## src/hw/rtl/fbs_pkg.sv

```systemverilog
// ----------------------------------------------------------------------------
// fbs_pkg
// Types and constants shared by the function boundary scanner.
// ----------------------------------------------------------------------------
package fbs_pkg;

	typedef enum logic [2:0] {
		ST_SCAN    = 3'd0,
		ST_END     = 3'd1,
		ST_LIMIT   = 3'd2,
		ST_INVALID = 3'd3,
		ST_RANGE   = 3'd4,
		ST_IDLE    = 3'd5
	} status_t;

	typedef enum logic [0:0] {
		REG_BASE_ADDR  = 1'b0,
		REG_SIZE_LIMIT = 1'b1
	} reg_index_t;

	localparam int unsigned ADDR_W  = 32;
	localparam int unsigned SIZE_W  = 18;
	localparam int unsigned COUNT_W = 16;

	localparam logic [31:0] OP_BLR   = 32'h4E80_0020;
	localparam logic [31:0] OP_RFI   = 32'h4C00_0064;
	localparam logic [31:0] OP_BLRL  = 32'h4E80_0021;
	localparam logic [31:0] OP_BCTR  = 32'h4E80_0420;
	localparam logic [31:0] OP_BCTRL = 32'h4E80_0421;

	localparam logic [5:0] OPC_BC = 6'd16;
	localparam logic [5:0] OPC_B  = 6'd18;

endpackage

```

## src/hw/rtl/function_boundary_scanner.sv

```systemverilog
// ----------------------------------------------------------------------------
// function_boundary_scanner
// Walks instruction words of a function, reports direct calls, and flags
// the end of the function, size limit, invalid word or range exit.
// ----------------------------------------------------------------------------
// Each result is registered when its word is accepted.
// Throughput: one word per cycle unless stalled; the scan state updates
// at each accepted word and the next word uses it in the following cycle.
// Input stall is raised only while a finished result waits on output stall.
// Reset: scan stopped, count and farthest target zero, leaf mark set,
// configuration registers zero, no result pending.
module function_boundary_scanner #(
	parameter int unsigned SCAN_LIMIT_WORDS = 32768
) (
	input  logic                      clk,
	input  logic                      arst_n,
	input  logic                      wr_en,
	input  fbs_pkg::reg_index_t       wr_index,
	input  logic [31:0]               wr_data,
	input  logic                      in_valid,
	output logic                      in_stall,
	input  logic                      first,
	input  logic [31:0]               instr_word,
	input  logic                      in_iram,
	input  logic                      valid_inst,
	output logic                      out_valid,
	input  logic                      out_stall,
	output fbs_pkg::status_t          status,
	output logic [17:0]               size_bytes,
	output logic                      is_leaf,
	output logic                      is_straight,
	output logic                      indirect_call,
	output logic                      call_found,
	output logic [31:0]               call_target,
	output logic [31:0]               call_site
);
	import fbs_pkg::*;

	logic [ADDR_W-1:0]  base_addr_q;
	logic [SIZE_W-1:0]  size_limit_q;
	logic               scan_q;
	logic [COUNT_W-1:0] wc_q;
	logic [ADDR_W-1:0]  far_q;
	logic               sib_q;
	logic               leaf_q;
	logic               ind_q;
	logic               out_valid_q;
	status_t            status_q;
	logic [SIZE_W-1:0]  size_q;
	logic               leaf_out_q;
	logic               straight_q;
	logic               ind_out_q;
	logic               call_q;
	logic [ADDR_W-1:0]  tgt_q;
	logic [ADDR_W-1:0]  site_q;

	logic               in_acc;
	logic               scan_d;
	logic [COUNT_W-1:0] wc_d;
	logic [ADDR_W-1:0]  far_d;
	logic               sib_d;
	logic               leaf_d;
	logic               ind_d;
	status_t            st_d;
	logic               call_d;
	logic [ADDR_W-1:0]  tgt_d;
	logic [ADDR_W-1:0]  site_d;

	assign in_stall = out_valid_q & out_stall;
	assign in_acc   = in_valid & ~in_stall;

	always_comb begin
		logic               e_scan;
		logic [COUNT_W-1:0] e_wc;
		logic [ADDR_W-1:0]  e_far;
		logic [COUNT_W-1:0] cnt;
		logic [ADDR_W-1:0]  addr;
		logic [5:0]         opcd;
		logic               is_br;
		logic [ADDR_W-1:0]  rel;
		logic [ADDR_W-1:0]  target;
		logic [ADDR_W:0]    range_end;
		logic               ext;

		e_scan    = first | scan_q;
		e_wc      = first ? '0 : wc_q;
		e_far     = first ? base_addr_q : far_q;
		cnt       = e_wc + COUNT_W'(1);
		addr      = base_addr_q + {{(ADDR_W-COUNT_W-2){1'b0}}, e_wc, 2'b00};
		opcd      = instr_word[31:26];
		is_br     = (opcd == OPC_BC) || (opcd == OPC_B);
		rel       = (opcd == OPC_BC)
			? {{16{instr_word[15]}}, instr_word[15:2], 2'b00}
			: {{6{instr_word[25]}}, instr_word[25:2], 2'b00};
		target    = instr_word[1] ? rel : rel + addr;
		range_end = {1'b0, base_addr_q} + {{(ADDR_W+1-SIZE_W){1'b0}}, size_limit_q};
		ext       = (target < base_addr_q) ||
			((size_limit_q != '0) && ({1'b0, target} >= range_end));

		scan_d = e_scan;
		wc_d   = e_wc;
		far_d  = e_far;
		sib_d  = first ? 1'b0 : sib_q;
		leaf_d = first ? 1'b1 : leaf_q;
		ind_d  = first ? 1'b0 : ind_q;
		st_d   = ST_SCAN;
		call_d = 1'b0;
		tgt_d  = '0;
		site_d = '0;

		priority if (!e_scan) begin
			st_d = ST_IDLE;
		end else if ((cnt >= COUNT_W'(SCAN_LIMIT_WORDS)) || !in_iram) begin
			wc_d   = cnt;
			scan_d = 1'b0;
			st_d   = ST_RANGE;
		end else if ((size_limit_q != '0) && ({cnt, 2'b00} > size_limit_q)) begin
			scan_d = 1'b0;
			st_d   = ST_LIMIT;
		end else if (!valid_inst) begin
			wc_d   = cnt;
			scan_d = 1'b0;
			st_d   = ST_INVALID;
		end else begin
			wc_d = cnt;
			priority if ((instr_word == OP_BLR) || (instr_word == OP_RFI)) begin
				if (e_far <= addr) begin
					scan_d = 1'b0;
					st_d   = ST_END;
				end
			end else if ((instr_word == OP_BLRL) || (instr_word == OP_BCTR) ||
					(instr_word == OP_BCTRL)) begin
				leaf_d = 1'b0;
				ind_d  = 1'b1;
			end else if (is_br) begin
				if (instr_word[0] || ext) begin
					leaf_d = 1'b0;
					call_d = 1'b1;
					tgt_d  = target;
					site_d = addr;
				end else if (opcd == OPC_BC) begin
					if (target > e_far) begin
						far_d = target;
					end
					sib_d = 1'b1;
				end
			end else begin
				st_d = ST_SCAN;
			end
		end
	end

	always_ff @(posedge clk or negedge arst_n) begin
		if (!arst_n) begin
			base_addr_q  <= '0;
			size_limit_q <= '0;
		end else if (wr_en) begin
			unique case (wr_index)
				REG_BASE_ADDR:  base_addr_q  <= wr_data;
				REG_SIZE_LIMIT: size_limit_q <= wr_data[SIZE_W-1:0];
				default:        ;
			endcase
		end
	end

	always_ff @(posedge clk or negedge arst_n) begin
		if (!arst_n) begin
			scan_q      <= 1'b0;
			wc_q        <= '0;
			far_q       <= '0;
			sib_q       <= 1'b0;
			leaf_q      <= 1'b1;
			ind_q       <= 1'b0;
			out_valid_q <= 1'b0;
		end else begin
			if (in_acc) begin
				scan_q <= scan_d;
				wc_q   <= wc_d;
				far_q  <= far_d;
				sib_q  <= sib_d;
				leaf_q <= leaf_d;
				ind_q  <= ind_d;
			end
			if (in_acc) begin
				out_valid_q <= 1'b1;
			end else if (!out_stall) begin
				out_valid_q <= 1'b0;
			end
		end
	end

	always_ff @(posedge clk) begin
		if (in_acc) begin
			status_q   <= st_d;
			size_q     <= {wc_d, 2'b00};
			leaf_out_q <= leaf_d;
			straight_q <= ~sib_d;
			ind_out_q  <= ind_d;
			call_q     <= call_d;
			tgt_q      <= tgt_d;
			site_q     <= site_d;
		end
	end

	assign out_valid     = out_valid_q;
	assign status        = status_q;
	assign size_bytes    = size_q;
	assign is_leaf       = leaf_out_q;
	assign is_straight   = straight_q;
	assign indirect_call = ind_out_q;
	assign call_found    = call_q;
	assign call_target   = tgt_q;
	assign call_site     = site_q;

	a_idle_result: assert property (@(posedge clk) disable iff (!arst_n)
		in_acc && !first && !scan_q |=> out_valid && (status == ST_IDLE))
		else $error("idle transaction did not report idle");

	a_scan_matches_status: assert property (@(posedge clk) disable iff (!arst_n)
		in_acc |=> scan_q == (status == ST_SCAN))
		else $error("scan state disagrees with reported status");

	a_call_only_scanning: assert property (@(posedge clk) disable iff (!arst_n)
		out_valid && call_found |-> (status == ST_SCAN) && !is_leaf)
		else $error("call reported outside a running scan or with leaf set");

	a_indirect_not_leaf: assert property (@(posedge clk) disable iff (!arst_n)
		in_acc |=> !(indirect_call && is_leaf))
		else $error("indirect call seen but leaf still set");

endmodule

```

## config.mk

```make
export PLATFORM = sky130hd
export DESIGN_NAME = function_boundary_scanner
export DESIGN_NICKNAME = d
export VERILOG_FILES = /design/src/hw/rtl/fbs_pkg.sv /design/src/hw/rtl/function_boundary_scanner.sv
export SDC_FILE = /design/constraint.sdc
export NUM_CORES = 1
export LEC_CHECK = 0
export BUFFER_PORTS_ARGS = -buffer_cell sky130_fd_sc_hd__buf_2
export CAP_MARGIN = 20
export CORE_MARGIN = 3
export CORE_UTILIZATION = 40
export CTS_BUF_LIST = sky130_fd_sc_hd__clkbuf_8
export DETAILED_ROUTE_END_ITERATION = 16
export PLACE_DENSITY = 0.63
export SLEW_MARGIN = 20
export SYNTH_ARGS = -nofsm -noshare
export SYNTH_HDL_FRONTEND = slang
export SYNTH_SLANG_ARGS = --single-unit
```

## constraint.sdc

```tcl
create_clock -name clk -period 9.25 [get_ports clk]
set_clock_uncertainty 0.05 [all_clocks]
set_input_delay 1.3875 -clock clk [delete_from_list [all_inputs] [get_ports clk]]
set_output_delay 1.3875 -clock clk [all_outputs]
set_load 0.05 [all_outputs]
```

# After elaboration in Yosys (flattened, before gate mapping)
# Index checks and enable logic that the tools add are counted.
[totals]
regBits = 190
inputBits = 73
output_inout_bits = 91
[classes]
n_addsub = 4
magnitude_cmp = 6
n_eq_ne = 8
n_mux = 57
bitwise_logic = 10
n_reduce_logical = 16
[op_table]
columns = ["op", "count"]
rows = [
  ["32-bit two-way mux", 13],
  ["32-bit by 31-bit == test with 1-bit output, second input constant", 5],
  ["16-bit two-way mux", 4],
  ["1-bit two-way mux", 37],
  ["32-bit by 18-bit adder with 33-bit output", 1],
  ["32-bit by 33-bit >= comparator with 1-bit output", 1],
  ["32-bit by 18-bit adder with 32-bit output", 1],
  ["32-bit adder", 1],
  ["32-bit > comparator", 1],
  ["32-bit less-or-equal comparator", 1],
  ["32-bit less-than comparator", 1],
  ["18-bit > comparator", 1],
  ["18-bit nonzero test", 1],
  ["16-bit by 1-bit adder with 16-bit output, second input constant", 1],
  ["16-bit >= comparator, second input constant", 1],
  ["6-bit by 5-bit == test with 1-bit output, second input constant", 2],
  ["3-bit two-way mux", 3],
  ["8-bit OR reduction", 1],
  ["1-bit logical OR", 7],
  ["1-bit NOT", 7],
  ["7-bit OR reduction", 1],
  ["2-bit AND reduction", 2],
  ["1-bit AND", 2],
  ["1-bit logical AND", 2],
  ["4 further kinds", 4],
]

# Logic depth before layout (Yosys ltp)
[depth]
word_depth = 17
mapped_depth = 47

# Least setup slack after synthesis
# OpenSTA, ideal clock, no wires.
[synth_timing]
path_kind = "input to register"
start = "input port first"
end = "register site_q[31] (netlist: call_site[31]), data pin"
setup_time_ps = 274
arrival_time_ps = 9536
t_required_ps = 8926
setup_slack_ps = -609
path_stages = 47
path_buffers = 7
path_cell_list = "buf_2 buf_1 clkbuf_1 buf_1 inv_1 nand2_1 xnor2_1 ha_1 a21oi_1 nor4_1 o22a_1 o21a_1 a211o_1 a22oi_1 o21ai_0 xnor2_1 inv_1 ha_1 [11 not listed] o21ai_0 inv_1 ha_1 nand3_1 nor3_1 nand2_1 nor4_1 maj3_1 o21ai_0 o211ai_1 a2111o_1 a221oi_1 or3_1 or2_1 clkbuf_1 buf_2 buf_1 nor2_1"
[synth_via]
elab_chain_len = 10
[synth_lines]
columns = ["element", "line_no", "text"]
rows = [
  ["start: declaration", "function_boundary_scanner.sv:22", "input logic first,"],
  ["16-bit two-way mux", "function_boundary_scanner.sv:86", "e_wc = first ? '0 : wc_q;"],
  ["32-bit by 18-bit adder with 32-bit output", "function_boundary_scanner.sv:89", "addr = base_addr_q + {{(ADDR_W-COUNT_W-2){1'b0}}, e_wc, 2'b00};"],
  ["32-bit adder", "function_boundary_scanner.sv:95", "target = instr_word[1] ? rel : rel + addr;"],
  ["32-bit two-way mux", "function_boundary_scanner.sv:95", ""],
  ["32-bit by 33-bit >= comparator with 1-bit output", "function_boundary_scanner.sv:98", "((size_limit_q != '0) && ({1'b0, target} >= range_end));"],
  ["1-bit logical AND", "function_boundary_scanner.sv:98", ""],
  ["1-bit logical OR", "function_boundary_scanner.sv:97", "ext = (target < base_addr_q) ||"],
  ["1-bit logical OR", "function_boundary_scanner.sv:136", "if (instr_word[0] || ext) begin"],
  ["1-bit NOT (no line)", "--", ""],
  ["8-bit OR reduction (no line)", "--", ""],
  ["end signal: assignment", "function_boundary_scanner.sv:201", "site_q <= site_d;"],
  ["end: declaration", "function_boundary_scanner.sv:55", "logic [ADDR_W-1:0] site_q;"],
]
# Parallel ways exist; a longest one is shown, timed or not.
# A chain may end at the register's enable or synchronous reset.

# Worst setup path in the final report
[layout_timing]
start = "input port first"
end = "register far_q[3]"
[layout_via]
elab_chain_len = 16
[layout_lines]
columns = ["element", "line_no", "text"]
rows = [
  ["16-bit two-way mux", "function_boundary_scanner.sv:86", ""],
  ["32-bit by 18-bit adder with 32-bit output", "function_boundary_scanner.sv:89", ""],
  ["32-bit adder", "function_boundary_scanner.sv:95", ""],
  ["32-bit two-way mux", "function_boundary_scanner.sv:95", ""],
  ["32-bit by 33-bit >= comparator with 1-bit output", "function_boundary_scanner.sv:98", ""],
  ["1-bit logical AND", "function_boundary_scanner.sv:98", ""],
  ["1-bit logical OR", "function_boundary_scanner.sv:97", ""],
  ["1-bit logical OR", "function_boundary_scanner.sv:136", ""],
  ["32-bit two-way mux", "function_boundary_scanner.sv:136", ""],
  ["32-bit two-way mux", "function_boundary_scanner.sv:135", "end else if (is_br) begin"],
  ["32-bit two-way mux", "function_boundary_scanner.sv:131", "end else if ((instr_word == OP_BLRL) || (instr_word == OP_BCTR) ||"],
  ["32-bit two-way mux", "function_boundary_scanner.sv:126", "priority if ((instr_word == OP_BLR) || (instr_word == OP_RFI)) begin"],
  ["32-bit two-way mux", "function_boundary_scanner.sv:120", "end else if (!valid_inst) begin"],
  ["32-bit two-way mux", "function_boundary_scanner.sv:117", "end else if ((size_limit_q != '0) && ({cnt, 2'b00} > size_limit_q)) begin"],
  ["32-bit two-way mux", "function_boundary_scanner.sv:113", "end else if ((cnt >= COUNT_W'(SCAN_LIMIT_WORDS)) || !in_iram) begin"],
  ["32-bit two-way mux (*)", "function_boundary_scanner.sv:111", "priority if (!e_scan) begin"],
  ["end signal: assignment", "function_boundary_scanner.sv:179", "far_q <= far_d;"],
  ["end: declaration", "function_boundary_scanner.sv:43", "logic [ADDR_W-1:0] far_q;"],
]
# Mark *: on every way between the ends. The rest lies on a longest branch, timed or not.

==> flow_summary.json <==
{
  "grt_pass1_vias": 14900,
  "worst-path-buf-inv": 6,
  "tightest_slew_ps": 978,
  "status": "complete, no violations",
  "n_antenna_cell": 0,
  "finalWirelength_um": 57400,
  "place_area_um2": 18800,
  "met2WireLength_um": 26400,
  "critPathMaxFanout": 21,
  "clk_path_buf_depth": 2,
  "grt_util_all_layers_pct": 26.2,
  "postSynthCellCount": 1857,
  "crit_type": "in -> reg",
  "clock_sinks": 190,
  "cts_tree": "yes",
  "power.total_w": 0.00340,
  "synthFlopType": "dfrtp_1",
  "fin_crit_sh_pct": 95.6,
  "synth-warning-count": 0,
  "gr-total-overflow": 0,
  "io_pins": 164,
  "num_rows": 73,
  "path_clk_slew_ps": 100,
  "drtIter0Drc": 1088,
  "fin_util_pct": 48.0,
  "root_buffer": "clkbuf_8",
  "dieArea_um2": 43400,
  "initial_core_util_pct": 40.8,
  "netlist-cell-type-count": 91,
  "arrival_ps": 9300,
  "p_leak_nw": 9.13,
  "met3_length_um": 3400,
  "synth_enable_flop_cells": 87,
  "routed_via_density": 5.68,
  "synth-xor-area-share_pct": 6.12,
  "yosys.area_share.adder_pct": 15.4,
  "required_ps": 9710,
  "drtPass1Iterations": 8,
  "r2r-start": "wc_q[6]$_DFFE_PN0P_",
  "dr_total_vias": 15100,
  "antenna_left": 0,
  "die_x_um": 208,
  "design_area_um2": 19300,
  "synth_compound_area_share_pct": 18.0,
  "grt_first_pass_wirelength_um": 87700,
  "cts_hold_buf": 0,
  "core-area_um2": 40100,
  "layout.cells.non_filler": 2661,
  "synth_seq_area_share_pct": 31.7,
  "clkLatencyLatePin_ps": 590,
  "drc": 0,
  "cp-start-kind": "input pin",
  "synthMuxAreaShare_pct": 5.29,
  "synth_top_family_by_area": "compound AO/OA/AOI/OAI gates",
  "hold_viol": 0,
  "nets": 2394,
  "syn_area_um2": 16400,
  "irDropWorstVdd_uv": 113,
  "place_hpwl_um": 46100,
  "grt_max_degree": 69,
  "hold_path_class": "reg -> reg",
  "min_period_ps": 8840,
  "max-cap-violations": 0,
  "syn2layout_area_growth_pct": 17.7,
  "max_stage_delay_ps": 440,
  "critPathSlowestCell": "a2111o_1",
  "critical_path.startpoint": "first",
  "max_freq_ghz": 0.113,
  "dpl.cell_count": 2627,
  "ys_seq_elements": 190,
  "setup_viol": 0,
  "met1_length_um": 25700,
  "drv_slew": 0,
  "wl_per_cell_um": 21.6,
  "synth.avg_cell_area_um2": 8.81,
  "antenna_found_initial": 0,
  "finalSetupTns_ps": 0,
  "synthArstFlopShare_pct": 54.2,
  "drive_above_1_share_pct": 20.6,
  "die_h_um": 208,
  "endpoint_kind": "register",
  "top_layer": "met4",
  "synthSimpleGateAreaFrac_pct": 17.8,
  "cts_buffers": 17,
  "port_buffers": 161,
  "cp_top_family": "compound AO/OA/AOI/OAI gates",
  "cts_max_level": 4,
  "slew_headroom_pct": 34.8,
  "gp_congestion": 0.962,
  "powerDensity_nw_per_um2": 176,
  "hp-start": "ind_q$_DFFE_PN0P_"
}
## registers in the layout, indices dropped and copies added (netlist names), 3 cells and up
name and cells:
base_addr_q 32, call_site 32, call_target 32, far_q 32, size_limit_q 18, size_bytes 16, wc_q 16, status 3
## cells by family after synthesis
family / Yosys count
and+or+nand+nor: 578
muxes: 81
buffers and inverters: 237
AOI/OAI and AO/OA: 458
other: 1
DFF: 190
xor gates and xnor gates: 112
adders and majority gates: 200
## Yosys cell counts (5+ instances only)
master    count  share of area (%)
a211oi_1     15               0.69
a21o_1       53                2.4
a21oi_1     122                3.7
a221oi_1      5               0.27
a311oi_1     12               0.64
a31oi_1      13               0.50
and2_1       27                1.0
and3_1       20               0.76
buf_1         9               0.21
buf_2        10               0.31
clkbuf_1     54                1.2
dfrtp_1     102                 16
edfxtp_1     87                 16
ha_1        196                 15
inv_1       156                3.6
mux2_2       38                2.6
mux2i_1      41                2.5
nand2_1     162                3.7
nand2b_1     27                1.0
nand3_1      42                1.3
nand4_1      29                1.1
nor2_1      129                3.0
nor2b_1      40                1.5
nor3_1       24               0.73
nor4_1       19               0.73
o211ai_1     18               0.83
o21a_1       24                1.1
o21ai_0     105                3.2
o21ai_1      20               0.61
o21bai_1      8               0.37
o22ai_1       7               0.27
o311ai_1      9               0.48
o31ai_1       6               0.28
or2_2         8               0.31
or3_1        13               0.50
or4_1        11               0.50
xnor2_1      74                4.0
xor2_1       36                1.9
## worst min-delay path: cells and delay by family, from the launching register on
family,cells,cell delay [ps]
flops,1,360
simple gates,2,100
## per-stage QoR
stage | hold slack [ps] | worst slack (ps)
after floorplan | 398 | 4.45
after global placement | 412 | -273
after detailed placement | 423 | -406
after CTS | 445 | 207
after global routing | 463 | -106
final | 444 | 408
## repair_timing
item                                    4_1_cts  5_1_grt
setup buffers                                 0        2
resized for setup                             0       16
endpoints found under the setup margin        0      101
## report_power, final
part	internal [W]	switching, W
registers	0.000969	0.000108
logic	0.000714	0.00101
clock network	0.000247	0.000352
total	0.00193	0.00147
## routing by layer
metal / vias to the layer above / global-route usage [%]
li1: 7177 / -
met1: 7304 / 36.0
met2: 541 / 42.1
met3: 91 / 3.59
met4: 0 / 9.95
met5: - / 0
## final timing paths
check / endpoint / slack [ps] / cells past startpoint
max: far_q[3]$_DFFE_PN0P_ / 410 / 39
min: ind_q$_DFFE_PN0P_ / 440 / 2
max reg2reg: far_q[3]$_DFFE_PN0P_ / 860 / 38
min reg2reg: ind_q$_DFFE_PN0P_ / 440 / 2
max in group asynchronous: far_q[31]$_DFFE_PN0P_ / 6990 / 2
min in group asynchronous: far_q[19]$_DFFE_PN0P_ / 750 / 1
## layout make-up
| type | count | area, um2 |
|---|---|---|
| timing repair buffer | 324 | 2080 |
| sequential | 190 | 5190 |
| clock inverter | 15 | 178 |
| multi-input combinational | 1431 | 10300 |
| inverter | 159 | 599 |
| tap | 525 | 657 |
| clock buffer | 17 | 234 |
| fill | 3920 | 20800 |
## placed cells by master, fill, tap and decap left out, types with 18 or more instances in the layout
master    synthesis  routed
a21o_1           53      53
a21oi_1         122     120
and2_1           27      27
and3_1           20      20
buf_2            10     159
buf_4             4     161
dfrtp_1         102     102
edfxtp_1         87      87
ha_1            196     195
inv_1           156     155
mux2_2           38      38
mux2i_1          41      41
nand2_1         162     161
nand2b_1         27      26
nand3_1          42      41
nand4_1          29      29
nor2_1          129     129
nor2b_1          40      39
nor3_1           24      22
nor4_1           19      18
o211ai_1         18      18
o21a_1           24      24
o21ai_0         105     103
o21ai_1          20      22
xnor2_1          74      72
xor2_1           36      36
Note: power is estimated with default switching activity, not from simulation.
